--- src/hdl/imt_pkg.sv ---
// ============================================================================
// I2C master transaction unit - package
// Shared types, bus phase encoding and constants.
// ============================================================================
package imt_pkg;

    localparam int IMT_BUFFER_DEPTH = 16;

    localparam logic [7:0] IMT_UNIT_TICKS_RESET = 8'd1;
    localparam logic [7:0] IMT_READ_BIT         = 8'h01;
    localparam logic [7:0] IMT_ADDR_MASK        = 8'hFE;
    localparam logic [7:0] IMT_MSB_MASK         = 8'h80;
    localparam logic [3:0] IMT_BITS_PER_BYTE    = 4'd8;

    // Command codes carried by a request.
    typedef enum logic [1:0] {
        CMD_TICK  = 2'd0,
        CMD_LOAD  = 2'd1,
        CMD_WRITE = 2'd2,
        CMD_READ  = 2'd3
    } t_cmd;

    // Bus sequencing phases. Each phase but idle lasts one delay unit.
    typedef enum logic [4:0] {
        PH_IDLE, PH_S0, PH_S1, PH_S2,
        PH_B0, PH_B1, PH_B2,
        PH_A0, PH_A1, PH_A2, PH_A3, PH_A4, PH_A5,
        PH_R0A, PH_R0B, PH_R1A, PH_R1B,
        PH_Q0, PH_Q1, PH_P0, PH_P1
    } t_phase;

    typedef struct packed {
        logic [1:0] command;
        logic [7:0] device_address;
        logic [7:0] byte_count;
        logic [7:0] write_byte;
        logic       sda_in;
    } t_req;

    typedef struct packed {
        logic       scl_out;
        logic       sda_out;
        logic       sda_drive;
        logic [7:0] read_byte;
        logic       read_valid;
        logic       busy_res;
        logic       nack_abort;
        logic       done_res;
    } t_res;

    // Classified request as held in the queue.
    typedef struct packed {
        t_cmd       kind;
        logic [7:0] address;
        logic [7:0] byte_count;
        logic [7:0] write_byte;
        logic       sda_in;
    } t_op;

endpackage

--- src/hdl/i2c_master_transaction_unit.sv ---
// ============================================================================
// I2C master transaction unit - top level
// Request-driven I2C master sequencer with a write buffer and bit timing.
// ============================================================================
// Usage: every request on the i_req channel (valid/ready) yields exactly one
// result on the o_res channel, in order. Requests carry a command: a tick
// advances bus time by one tick, load appends a byte to the write buffer,
// and start write / start read launch a transaction. While a transaction runs
// only ticks have an effect; other commands still produce a result.
// The single configuration register (ticks per delay unit) is written by the
// user via i_cfg_we / i_cfg_wdata only while the unit is idle; not enforced.
// Result path: an accepted request is registered into the queue; the engine
// then takes it and registers its result in the result register, which
// drives o_res. A full result register can hold a request in the queue.
// Throughput: one request per cycle, set by the engine step;
// the two-entry queue and the result register keep that rate while both
// sides are ready.
// Stalls: if the receiver holds i_res_ready low, the result register holds,
// the queue fills, and then o_req_ready drops until a result is taken.
// Reset (synchronous, active low) idles the sequencer, empties the buffer,
// drives SCL and SDA high, and loads ticks per unit with one. Buffer
// contents are not cleared; only loaded entries are ever read.
// ============================================================================
module i2c_master_transaction_unit
    import imt_pkg::*;
#(
    parameter int BUFFER_DEPTH = IMT_BUFFER_DEPTH
) (
    input  logic       i_clk,
    input  logic       i_rst_n,
    input  logic       i_req_valid,
    output logic       o_req_ready,
    input  t_req       i_req,
    output logic       o_res_valid,
    input  logic       i_res_ready,
    output t_res       o_res,
    input  logic       i_cfg_we,
    input  logic [7:0] i_cfg_wdata
);

    // Front end to queue.
    logic q_push;
    logic q_ready;
    t_op  push_op;

    // Queue to engine.
    logic q_valid;
    logic q_pop;
    t_op  head_op;

    imt_front u_front (
        .i_req_valid   (i_req_valid),
        .o_req_ready   (o_req_ready),
        .i_req         (i_req),
        .i_queue_ready (q_ready),
        .o_push        (q_push),
        .o_op          (push_op)
    );

    // Decouples request acceptance from the engine's result back-pressure.
    imt_queue u_queue (
        .i_clk   (i_clk),
        .i_rst_n (i_rst_n),
        .i_push  (q_push),
        .i_op    (push_op),
        .o_ready (q_ready),
        .i_pop   (q_pop),
        .o_valid (q_valid),
        .o_op    (head_op)
    );

    // The engine takes one queued request whenever its result register is
    // free or being drained this cycle.
    imt_engine #(
        .BUFFER_DEPTH (BUFFER_DEPTH)
    ) u_engine (
        .i_clk       (i_clk),
        .i_rst_n     (i_rst_n),
        .i_cfg_we    (i_cfg_we),
        .i_cfg_wdata (i_cfg_wdata),
        .i_op_valid  (q_valid),
        .i_op        (head_op),
        .o_pop       (q_pop),
        .o_res_valid (o_res_valid),
        .i_res_ready (i_res_ready),
        .o_res       (o_res)
    );

endmodule

--- src/hdl/imt_front.sv ---
// ============================================================================
// I2C master transaction unit - front end
// Accepts requests, decodes the command and applies the direction bit.
// ============================================================================
module imt_front
    import imt_pkg::*;
(
    input  logic i_req_valid,
    output logic o_req_ready,
    input  t_req i_req,
    input  logic i_queue_ready,
    output logic o_push,
    output t_op  o_op
);

    t_cmd cmd;

    always_comb begin
        cmd = t_cmd'(i_req.command);
        o_op.kind       = cmd;
        o_op.byte_count = i_req.byte_count;
        o_op.write_byte = i_req.write_byte;
        o_op.sda_in     = i_req.sda_in;
        // The direction bit replaces bit 0 of the address byte.
        if (cmd == CMD_READ) begin
            o_op.address = i_req.device_address | IMT_READ_BIT;
        end else begin
            o_op.address = i_req.device_address & IMT_ADDR_MASK;
        end
    end

    assign o_req_ready = i_queue_ready;
    assign o_push      = i_req_valid && i_queue_ready;

endmodule

--- src/hdl/imt_queue.sv ---
// ============================================================================
// I2C master transaction unit - request queue
// Two-entry queue between the front end and the bus engine.
// ============================================================================
module imt_queue
    import imt_pkg::*;
(
    input  logic i_clk,
    input  logic i_rst_n,
    input  logic i_push,
    input  t_op  i_op,
    output logic o_ready,
    input  logic i_pop,
    output logic o_valid,
    output t_op  o_op
);

    t_op        r_slot [2];
    logic       r_wr_ptr;
    logic       r_rd_ptr;
    logic [1:0] r_count;

    assign o_ready = (r_count != 2'd2);
    assign o_valid = (r_count != 2'd0);
    assign o_op    = r_slot[r_rd_ptr];

    always_ff @(posedge i_clk) begin
        if (i_push) begin
            r_slot[r_wr_ptr] <= i_op;
        end
    end

    always_ff @(posedge i_clk) begin
        if (!i_rst_n) begin
            r_wr_ptr <= 1'b0;
            r_rd_ptr <= 1'b0;
            r_count  <= 2'd0;
        end else begin
            if (i_push) begin
                r_wr_ptr <= ~r_wr_ptr;
            end
            if (i_pop) begin
                r_rd_ptr <= ~r_rd_ptr;
            end
            if (i_push && !i_pop) begin
                r_count <= r_count + 2'd1;
            end else if (!i_push && i_pop) begin
                r_count <= r_count - 2'd1;
            end
        end
    end

endmodule

--- src/hdl/imt_engine.sv ---
// ============================================================================
// I2C master transaction unit - bus engine
// Runs the SCL/SDA phase sequencer, the write buffer and the result register.
// ============================================================================
module imt_engine
    import imt_pkg::*;
#(
    parameter int BUFFER_DEPTH = IMT_BUFFER_DEPTH
) (
    input  logic       i_clk,
    input  logic       i_rst_n,
    input  logic       i_cfg_we,
    input  logic [7:0] i_cfg_wdata,
    input  logic       i_op_valid,
    input  t_op        i_op,
    output logic       o_pop,
    output logic       o_res_valid,
    input  logic       i_res_ready,
    output t_res       o_res
);

    localparam int AW = (BUFFER_DEPTH > 1) ? $clog2(BUFFER_DEPTH) : 1;
    localparam int FW = $clog2(BUFFER_DEPTH + 1);
    localparam logic [FW-1:0] DEPTH_F = FW'(BUFFER_DEPTH);

    logic [7:0]    r_store [BUFFER_DEPTH];
    logic [7:0]    r_rd_data;

    logic [7:0]    r_unit_ticks;
    t_phase        r_phase,     n_phase;
    logic [3:0]    r_bit,       n_bit;
    logic [7:0]    r_bytepos,   n_bytepos;
    logic [7:0]    r_shift,     n_shift;
    logic [7:0]    r_unit,      n_unit;
    logic [FW-1:0] r_fill,      n_fill;
    logic [7:0]    r_addr,      n_addr;
    logic [7:0]    r_target,    n_target;
    logic          r_reading,   n_reading;
    logic          r_scl,       n_scl;
    logic          r_sda,       n_sda;
    logic          r_drive,     n_drive;
    logic [7:0]    r_last_read, n_last_read;
    logic          r_nack,      n_nack;
    logic          n_read_valid;
    logic          n_done;
    logic          store_we;

    logic          r_res_valid;
    t_res          r_res,       n_res;

    logic          take;
    logic [7:0]    lim;
    logic [7:0]    unit_inc;
    logic [3:0]    bit_inc;
    logic [7:0]    byte_inc;
    logic [7:0]    fill_ext;
    logic [7:0]    rx_shift;

    assign take     = i_op_valid && (!r_res_valid || i_res_ready);
    assign o_pop    = take;
    assign lim      = (r_unit_ticks != 8'd0) ? r_unit_ticks : 8'd1;
    assign unit_inc = r_unit + 8'd1;
    assign bit_inc  = r_bit + 4'd1;
    assign byte_inc = r_bytepos + 8'd1;
    assign fill_ext = 8'(r_fill);
    assign rx_shift = {r_shift[6:0], i_op.sda_in};

    // Next state of the sequencer and its datapath.
    always_comb begin
        n_phase      = r_phase;
        n_bit        = r_bit;
        n_bytepos    = r_bytepos;
        n_shift      = r_shift;
        n_unit       = r_unit;
        n_fill       = r_fill;
        n_addr       = r_addr;
        n_target     = r_target;
        n_reading    = r_reading;
        n_scl        = r_scl;
        n_sda        = r_sda;
        n_drive      = r_drive;
        n_last_read  = r_last_read;
        n_nack       = r_nack;
        n_read_valid = 1'b0;
        n_done       = 1'b0;
        store_we     = 1'b0;

        if (take) begin
            if (r_phase != PH_IDLE) begin
                if (i_op.kind == CMD_TICK) begin
                    n_unit = unit_inc;
                    if (unit_inc >= lim) begin
                        n_unit = 8'd0;
                        case (r_phase)
                            PH_S0: begin
                                n_phase = PH_S1;
                                n_sda   = 1'b0;
                            end
                            PH_S1: begin
                                n_phase = PH_S2;
                                n_scl   = 1'b0;
                            end
                            PH_S2: begin
                                n_shift = r_addr;
                                n_bit   = 4'd0;
                                n_phase = PH_B0;
                                n_scl   = 1'b0;
                            end
                            PH_B0: begin
                                n_phase = PH_B1;
                                n_drive = 1'b1;
                                n_sda   = |(r_shift & IMT_MSB_MASK);
                            end
                            PH_B1: begin
                                n_phase = PH_B2;
                                n_scl   = 1'b1;
                            end
                            PH_B2: begin
                                n_shift = {r_shift[6:0], 1'b0};
                                n_bit   = bit_inc;
                                n_scl   = 1'b0;
                                n_phase = (bit_inc >= IMT_BITS_PER_BYTE) ? PH_A0 : PH_B0;
                            end
                            PH_A0: begin
                                n_phase = PH_A1;
                                n_drive = 1'b0;
                            end
                            PH_A1: begin
                                n_phase = PH_A2;
                                n_scl   = 1'b1;
                            end
                            PH_A2: begin
                                n_phase = PH_A3;
                            end
                            PH_A3: begin
                                if (i_op.sda_in) begin
                                    n_nack = 1'b1;
                                end
                                n_phase = PH_A4;
                                n_scl   = 1'b0;
                            end
                            PH_A4: begin
                                n_phase = PH_A5;
                                n_scl   = 1'b0;
                                n_sda   = 1'b0;
                                n_drive = 1'b1;
                            end
                            PH_A5: begin
                                if (r_nack) begin
                                    n_phase = PH_P0;
                                    n_scl   = 1'b0;
                                    n_sda   = 1'b0;
                                    n_drive = 1'b1;
                                end else if (r_reading) begin
                                    if (r_bytepos >= r_target) begin
                                        n_phase = PH_Q0;
                                        n_scl   = 1'b0;
                                        n_sda   = 1'b1;
                                        n_drive = 1'b1;
                                    end else begin
                                        n_bit   = 4'd0;
                                        n_shift = 8'd0;
                                        n_phase = PH_R0A;
                                        n_scl   = 1'b0;
                                        n_drive = 1'b0;
                                    end
                                end else if (r_bytepos < r_target && r_bytepos < fill_ext) begin
                                    n_shift   = r_rd_data;
                                    n_bytepos = byte_inc;
                                    n_bit     = 4'd0;
                                    n_phase   = PH_B0;
                                    n_scl     = 1'b0;
                                end else begin
                                    n_phase = PH_P0;
                                    n_scl   = 1'b0;
                                    n_sda   = 1'b0;
                                    n_drive = 1'b1;
                                end
                            end
                            PH_R0A: begin
                                n_phase = PH_R0B;
                            end
                            PH_R0B: begin
                                n_phase = PH_R1A;
                                n_scl   = 1'b1;
                            end
                            PH_R1A: begin
                                n_phase = PH_R1B;
                            end
                            PH_R1B: begin
                                n_shift = rx_shift;
                                n_bit   = bit_inc;
                                if (bit_inc < IMT_BITS_PER_BYTE) begin
                                    n_phase = PH_R0A;
                                    n_scl   = 1'b0;
                                end else begin
                                    n_last_read  = rx_shift;
                                    n_read_valid = 1'b1;
                                    n_bytepos    = byte_inc;
                                    n_phase      = PH_Q0;
                                    n_scl        = 1'b0;
                                    n_sda        = (byte_inc >= r_target);
                                    n_drive      = 1'b1;
                                end
                            end
                            PH_Q0: begin
                                n_phase = PH_Q1;
                                n_scl   = 1'b1;
                            end
                            PH_Q1: begin
                                if (r_bytepos >= r_target) begin
                                    n_phase = PH_P0;
                                    n_scl   = 1'b0;
                                    n_sda   = 1'b0;
                                    n_drive = 1'b1;
                                end else begin
                                    n_bit   = 4'd0;
                                    n_shift = 8'd0;
                                    n_phase = PH_R0A;
                                    n_scl   = 1'b0;
                                    n_drive = 1'b0;
                                end
                            end
                            PH_P0: begin
                                n_phase = PH_P1;
                                n_scl   = 1'b1;
                            end
                            PH_P1: begin
                                n_scl   = 1'b1;
                                n_sda   = 1'b1;
                                n_drive = 1'b1;
                                n_phase = PH_IDLE;
                                n_done  = 1'b1;
                                if (!r_reading) begin
                                    n_fill = '0;
                                end
                            end
                            default: begin
                                n_phase = PH_IDLE;
                            end
                        endcase
                    end
                end
            end else begin
                case (i_op.kind)
                    CMD_LOAD: begin
                        if (r_fill < DEPTH_F) begin
                            store_we = 1'b1;
                            n_fill   = r_fill + FW'(1);
                        end
                    end
                    CMD_WRITE, CMD_READ: begin
                        n_reading = (i_op.kind == CMD_READ);
                        n_addr    = i_op.address;
                        if ((i_op.kind == CMD_READ) || (i_op.byte_count < fill_ext)) begin
                            n_target = i_op.byte_count;
                        end else begin
                            n_target = fill_ext;
                        end
                        n_bytepos = 8'd0;
                        n_bit     = 4'd0;
                        n_shift   = 8'd0;
                        n_unit    = 8'd0;
                        n_nack    = 1'b0;
                        n_phase   = PH_S0;
                        n_scl     = 1'b1;
                        n_sda     = 1'b1;
                        n_drive   = 1'b1;
                    end
                    default: begin
                        n_phase = r_phase;
                    end
                endcase
            end
        end
    end

    // Result seen after this request has been applied.
    always_comb begin
        n_res.scl_out    = n_scl;
        n_res.sda_out    = n_drive ? n_sda : 1'b1;
        n_res.sda_drive  = n_drive;
        n_res.read_byte  = n_last_read;
        n_res.read_valid = n_read_valid;
        n_res.busy_res   = (n_phase != PH_IDLE);
        n_res.nack_abort = n_nack;
        n_res.done_res   = n_done;
    end

    // Write buffer; the read port is registered and follows the byte position.
    always_ff @(posedge i_clk) begin
        if (store_we) begin
            r_store[r_fill[AW-1:0]] <= i_op.write_byte;
        end
        r_rd_data <= r_store[r_bytepos[AW-1:0]];
    end

    always_ff @(posedge i_clk) begin
        if (take) begin
            r_res <= n_res;
        end
    end

    always_ff @(posedge i_clk) begin
        if (!i_rst_n) begin
            r_unit_ticks <= IMT_UNIT_TICKS_RESET;
            r_phase      <= PH_IDLE;
            r_bit        <= 4'd0;
            r_bytepos    <= 8'd0;
            r_shift      <= 8'd0;
            r_unit       <= 8'd0;
            r_fill       <= '0;
            r_addr       <= 8'd0;
            r_target     <= 8'd0;
            r_reading    <= 1'b0;
            r_scl        <= 1'b1;
            r_sda        <= 1'b1;
            r_drive      <= 1'b1;
            r_last_read  <= 8'd0;
            r_nack       <= 1'b0;
            r_res_valid  <= 1'b0;
        end else begin
            if (i_cfg_we) begin
                r_unit_ticks <= i_cfg_wdata;
            end
            r_phase     <= n_phase;
            r_bit       <= n_bit;
            r_bytepos   <= n_bytepos;
            r_shift     <= n_shift;
            r_unit      <= n_unit;
            r_fill      <= n_fill;
            r_addr      <= n_addr;
            r_target    <= n_target;
            r_reading   <= n_reading;
            r_scl       <= n_scl;
            r_sda       <= n_sda;
            r_drive     <= n_drive;
            r_last_read <= n_last_read;
            r_nack      <= n_nack;
            if (take) begin
                r_res_valid <= 1'b1;
            end else if (i_res_ready) begin
                r_res_valid <= 1'b0;
            end
        end
    end

    assign o_res_valid = r_res_valid;
    assign o_res       = r_res;

endmodule

--- config.mk ---
export PLATFORM = sky130hd
export DESIGN_NAME = i2c_master_transaction_unit
export DESIGN_NICKNAME = d
export VERILOG_FILES = /design/src/hdl/imt_pkg.sv /design/src/hdl/i2c_master_transaction_unit.sv /design/src/hdl/imt_front.sv /design/src/hdl/imt_queue.sv /design/src/hdl/imt_engine.sv
export SDC_FILE = /design/constraint.sdc
export NUM_CORES = 1
export LEC_CHECK = 0
export ABC_AREA = 1
export BUFFER_PORTS_ARGS = -buffer_cell sky130_fd_sc_hd__buf_2
export CORE_UTILIZATION = 60
export CTS_BUF_LIST = sky130_fd_sc_hd__clkbuf_2 sky130_fd_sc_hd__clkbuf_4 sky130_fd_sc_hd__clkbuf_8
export CTS_CLUSTER_DIAMETER = 50
export DETAILED_ROUTE_END_ITERATION = 10
export PLACE_DENSITY_LB_ADDON = 0.1
export SYNTH_ARGS = -nofsm -noshare
export SYNTH_HDL_FRONTEND = slang
export SYNTH_SLANG_ARGS = --single-unit
--- constraint.sdc ---
create_clock -name i_clk -period 3.6 [get_ports i_clk]
set_input_delay 0.36 -clock i_clk [delete_from_list [all_inputs] [get_ports i_clk]]
set_output_delay 0.36 -clock i_clk [all_outputs]
set_load 0.03 [all_outputs]
Word level (Yosys, flattened, before mapping)
Memories as Yosys holds them, arrays and structs flattened. A register that Yosys moved wholly into a read port is not among the register bits.
Cells that the tools add are included.

storage, ports and cells
  register bits after elaboration = 95
  latch bits = 0
  memory bits (writable) = 182
  bits in read-only memories = 0
  input bits = 40
  output and inout bits = 17
  logic and storage cells = 228
  memories kept = 2

operators by class
  add/sub/neg operators = 6
  multipliers = 0
  divide/modulo/power cells = 0
  $lt $le $gt $ge = 9
  eq/ne operators = 37
  shifts and indexed selects = 0
  mux-type cells = 110
  bitwise operators = 3
  reduce and logical (&&, ||, !) cells = 34

memories
  name              depth  bits a word  read ports  clocked after Yosys merged registers in  write ports  RTL line          RTL
  u_engine.r_store  16     8            1           1                                        1            imt_engine.sv:26  logic [7:0] r_store [BUFFER_DEPTH];
  u_queue.r_slot    2      27           1           1                                        1            imt_queue.sv:18   t_op r_slot [2];

operators by type and width
  operator               count
  $mux W8                26
  $pmux W5 S19           1
  $mux W5                18
  $mux W1                48
  $eq A5 B4 Y1 const B   8
  $pmux W8 S5            1
  $mux W4                8
  $eq A5 B5 Y1 const B   5
  $ge A8 B8 Y1           3
  $reduce_and A7 Y1      3
  $eq A5 B3 Y1 const B   4
  $add A8 B1 Y8 const B  2
  $lt A8 B5 Y1           2
  $pmux W4 S4            1
  $pmux W8 S2            1
  $ne A3 B3 Y1 const B   5
  $reduce_bool A2 Y1     6
  $eq A5 B2 Y1 const B   2
  $ne A2 B2 Y1 const B   5
  $reduce_bool A5 Y1     2
  $reduce_and A3 Y1      3
  $reduce_and A9 Y1      1
  $lt A8 B8 Y1           1
  $reduce_bool A8 Y1     1
  other kinds (27)       42

Depth between registers and ports, before layout
  word-level depth = 11
  gate-level depth with buffers = 21
  depth with buffers taken out = 19

By module
From an unflattened synthesis, not the netlist that was laid out.

unflattened totals
  cells, all modules = 1,287
  area, all modules = 13,128.8 um^2

by module, submodules not included
  module      instances  cells an instance  area an instance (um^2)  seq. area each (um^2)
  imt_engine  1          1,137              10,631.4                 5,975.7
  imt_queue   1          119                2,279.7                  1,721.7
  imt_front   1          31                 217.7                    0.0

Worst setup path after synthesis
OpenSTA, ideal clock, no wires.

  path type = flip-flop to flip-flop
  start = reg u_engine.r_unit[0]
  end = reg u_engine.r_res (netlist bit u_engine.o_res[10]) (data pin)
  library setup time = 0.259 ns
  arrival time = 2.394 ns
  data required time = 3.341 ns
  slack = 0.947 ns
  cell stages (with the launch flop) = 15
  path buffers = 1
  period minus slack after synthesis = 2.653 ns
  cell sequence = dfxtp_1 nand3_1 nand3b_1 nand3b_1 xnor2_1 ha_1 a21oi_1 o21a_1 nand3_1 nand2_1 nor3_4 buf_6 or2_2 inv_1 a21oi_1

on the way
  word-level cells in the longest chain between the ends = 6

RTL lines
  element                      RTL line           RTL
  from (decl)                  imt_engine.sv:34   logic [7:0] r_unit, n_unit;
  from (signal assigned)       imt_engine.sv:330  r_unit <= n_unit;
  $add A8 B1 Y8                imt_engine.sv:62   assign unit_inc = r_unit + 8'd1;
  $ge A8 B8 Y1                 imt_engine.sv:92   if (unit_inc >= lim) begin
  $mux W8                      imt_engine.sv:92
  $mux W8                      imt_engine.sv:90   if (i_op.kind == CMD_TICK) begin
  $mux W8                      imt_engine.sv:89   if (r_phase != PH_IDLE) begin
  $mux W8                      imt_engine.sv:88   if (take) begin
  via u_engine.n_last_read[6]  imt_engine.sv:42   logic [7:0] r_last_read, n_last_read;
  to (signal assigned)         imt_engine.sv:300  r_res <= n_res;
  to (decl)                    imt_engine.sv:49   t_res r_res, n_res;

The timed path passes the listed nets, and every way through them passes these cells.
A chain may end at the register's enable or synchronous reset.

Worst setup path in the final report
  start = reg u_engine.r_unit[0]
  end = reg u_engine.r_res (netlist bit u_engine.o_res[4]) (data pin)

Same word-level chain as after synthesis.

==> metrics.md <==
| Metric | Value |
|---|---|
| Yosys reg bits | 286 |
| FF-to-FF setup slack | 0.50 ns |
| Syn Nets | 1370 |
| Average instance area after synthesis | 10.1 um2 |
| Sequential area share after synthesis | 0.589 |
| Post-CTS setup buffers | 0 |
| Ys Warns | 0 |
| Vias post-DR | 9643 |
| Sw Pwr | 3850 uW |
| Num CTS Buffers | 48 |
| RR Startpoint | u_engine.r_unit[0] |
| Num rows | 53 |
| Routed vias/inst | 5.63 |
| Hold Crit Start | i_cfg_wdata[0] |
| Layout cell share with drive strength beyond 1 | 0.170 |
| Initial antenna violation count | 0 |
| Synth Instances | 1290 |
| Net Sw Frac | 0.366 |
| P_int | 6680 uW |
| Worst hold path stage count | 3 |
| Total GRT Usage | 0.273 |
| Clock sink count | 286 |
| Slowest library cell on the worst path | dfxtp_1 |
| Setup tns final | 0 ns |
| Max stage delay on crit path | 0.39 ns |
| Non-filler cells, final | 1714 |
| Post-DP HPWL | 19500 um |
| Ys flop type | edfxtp_1 |
| Endpoints failing setup | 0 |
| Status | complete, no violations |
| Post-synth EDFFs | 197 |
| Root Buffer | clkbuf_8 |
| CP Class | flop to flop |
| Total power | 10500 uW |
| Required @ worst endpoint | 3.87 ns |
| Post-synth ARST share | 0 |
| Skew-Pair Late Insertion Delay | 0.59 ns |
| Unrepaired setup endpoints after global routing | false |
| 1st-pass router iterations | 6 |
| Clock transition at the registers of the reported paths | 0.06 ns |
| Final Skew | 0.0547 ns |
| Multi-input gate area | 0.00460 mm2 |
| Routed Antenna Nets | 0 |
| Synthesized area | 0.0131 mm2 |
| Register Area | 0.00770 mm2 |
| Clock share of power | 0.274 |
| Tightest Pin Transition | 0.804 ns |
| Dpl cells | 1600 |
| First-pass GRT wire length | 47200 um |
| Fmax | 323 MHz |
| H-tree levels | 2 |
| Die H | 150 um |
| R2R depth | 14 |
| Synthesis-to-finish area growth | 14.0% |
| Clock Tree Buf Depth | 3 |
| TritonCTS clock tree | done |
| Post-synthesis cell type count | 51 |
| Final Hold Fails | 0 |
| Antenna Cells | 0 |
| Worst hold path class | primary input to flop |
| CP arrival | 3.36 ns |
| GPL Wtd Cong | 0.943 |
| Reg-to-reg endpoint | u_engine.o_res[4] |
| CP Launch Type | flop |
| Util after Layout | 0.704 |
| Die width | 150 um |
| LEAKAGE | 0.00573 uW |
| Vias in the first global route | 9249 |
| Detailed router's first-iteration violation count | 723 |
| GRT overflow | 0 |
| # DRC | 0 |
| Maximum VDD drop | 0.000455 V |
| # IOs | 57 |
| Hold endpoint | u_engine.r_unit_ticks[0] |
| Post-placement worst setup slack | 0.527 ns |
| Fin crit period | 3.10 ns |
| Worst path cell trace | nand3_1, nand3b_1, nand3b_1, xnor2_1, ha_1, a21oi_1, o21a_1, nand3_1, nand2_1, nor3_4, buf_4, or2_2, inv_1, a21oi_1 |
| Crit end category | flop |
| Logic pwr share | 0.314 |
| PortBufs | 55 |
| Final WL | 29500 um |
| Slew HR | 0.463 |
| Fillcell total | 1617 |
| DR WL/cell | 17.2 um |
| Max FO, Critical Path | 24 |
| Pwr dens | 706 mW/mm2 |
| Sequential Power Share | 0.411 |
| Layout net count | 1480 |
| Largest net degree at the start of global routing | 52 |
| DIE AREA | 0.0224 mm2 |
| Period utilisation layout | 0.860 |
| Initial Util | 0.617 |
| Slew Limit Fails | 0 |
| Core area | 0.0212 mm2 |
| Fin worst setup slack | 0.504 ns |
| Maxcap violations | 0 |
## worst max-delay path by stage
stage                                    end          startpoint  cells past startpoint  slack, ns
after floorplan           u_engine.o_res[10]  u_engine.r_unit[0]                     14       0.95
after global placement     u_engine.o_res[4]  u_engine.r_unit[0]                     14       0.58
after detailed placement   u_engine.o_res[4]  u_engine.r_unit[0]                     14       0.53
after CTS                  u_engine.o_res[4]  u_engine.r_unit[0]                     14       0.49
after global routing      u_engine.o_res[10]  u_engine.r_unit[0]                     14       0.22
final                      u_engine.o_res[4]  u_engine.r_unit[0]                     14       0.50
## cell type report
class | instances | share of cell area
clock buffers | 68 | 0.0549
clock inverters | 21 | 0.0107
repair buffers | 111 | 0.0509
well taps | 275 | 0.0231
inverters | 137 | 0.0349
flip-flops and latches | 286 | 0.517
multi-input cells | 816 | 0.309
## power by group through the flow
stage | logic, uW | registers, uW | clock network (uW)
after floorplan | 2280 | 4440 | 0
final | 3310 | 4330 | 2890
after global placement | 3210 | 4380 | 0
after global routing | 3690 | 4370 | 3090
after detailed placement | 3260 | 4390 | 0
after CTS | 3290 | 4330 | 2940
## cell families after synthesis
| family | after synthesis | synth area share |
|---|---|---|
| AND/OR/NAND/NOR | 415 | 0.147 |
| AO/OA/AOI/OAI | 333 | 0.146 |
| buffers and inverters | 188 | 0.0588 |
| multiplexers | 13 | 0.0109 |
| adder cells (fa/ha/maj) | 40 | 0.0383 |
| XOR/XNOR | 15 | 0.0101 |
| flip-flops | 286 | 0.589 |
## stage by stage
stage                     area [um2]  hold slack [ns]
final                          14900           0.0255
after global routing           14900          0.00913
after CTS                      14900          0.00550
after detailed placement       13700            0.448
after global placement         13700            0.437
after floorplan                13100            0.426
## what timing repair did
item | CTS | global route
hold buffers | 25 | 0
resized for setup | 0 | 0
endpoints found under the hold margin | 50 | 0
## flip-flops by register name, indices dropped and copies added (netlist names), 2 cells and up, named ones only
register and count:
u_engine.o_res 15, u_engine.r_addr 8, u_engine.r_bit 4, u_engine.r_bytepos 8, u_engine.r_fill 5, u_engine.r_last_read 8
u_engine.r_phase 5, u_engine.r_rd_data 8, u_engine.r_shift 8, u_engine.r_store 128, u_engine.r_target 8, u_engine.r_unit 8
u_engine.r_unit_ticks 8, u_queue.r_count 2, u_queue.r_slot 54
## cell usage in the layout, fill, tap and decap left out, types with 13 or more instances in the layout
cell and count:
edfxtp_1 197, nand2_1 177, a21oi_1 134, nor2_1 125, inv_1 119, o21ai_0 115, dfxtp_1 89, buf_2 55
clkbuf_8 49, ha_1 40, nand3_1 38, buf_4 31, dlygate4sd3_1 25, clkbuf_4 19, o22ai_1 18, o221ai_1 17
nand4_1 16, clkinv_1 14, or2_2 13
## per-layer routing
metal / up-vias / GRT usage / part of all wire
met5: - / 0 / 0
met4: 0 / 0.109 / 0.027
met3: 63 / 0.0430 / 0.059
met2: 322 / 0.460 / 0.50
met1: 4509 / 0.354 / 0.42
li1: 4749 / - / -
## critical path: cells and delay by family, from the launching register on
kind / cells / cell delay, ns
AND/OR/NAND/NOR: 7 / 1.30
XOR/XNOR: 1 / 0.22
AO/OA/AOI/OAI: 3 / 0.32
buffers and inverters: 2 / 0.28
flip-flops: 1 / 0.39
adder cells (fa/ha/maj): 1 / 0.28
## Yosys cell counts (5+ instances only)
cell,n,area (um2)
or2_2,13,81.3
inv_2,11,41.3
ha_1,40,500
a21oi_2,5,43.8
nand3_1,38,190
nand4_1,16,100
nand2_4,5,56.3
clkinv_1,5,18.8
dfxtp_1,89,1780
o211ai_1,8,60.1
a211oi_1,9,67.6
nor2_1,127,477
nand2_1,177,664
nor4_1,5,31.3
inv_1,119,447
xor2_1,11,96.3
nor2_2,5,31.3
a22oi_1,7,52.6
o2111ai_1,6,52.6
nor2_4,5,56.3
mux2_2,10,113
buf_2,7,35.0
nor3_1,5,25.0
a21oi_1,134,671
o22ai_1,18,113
edfxtp_1,197,5920
clkbuf_1,33,124
o221ai_1,17,149
o21ai_0,115,576
(Power assumes the default switching activity.)
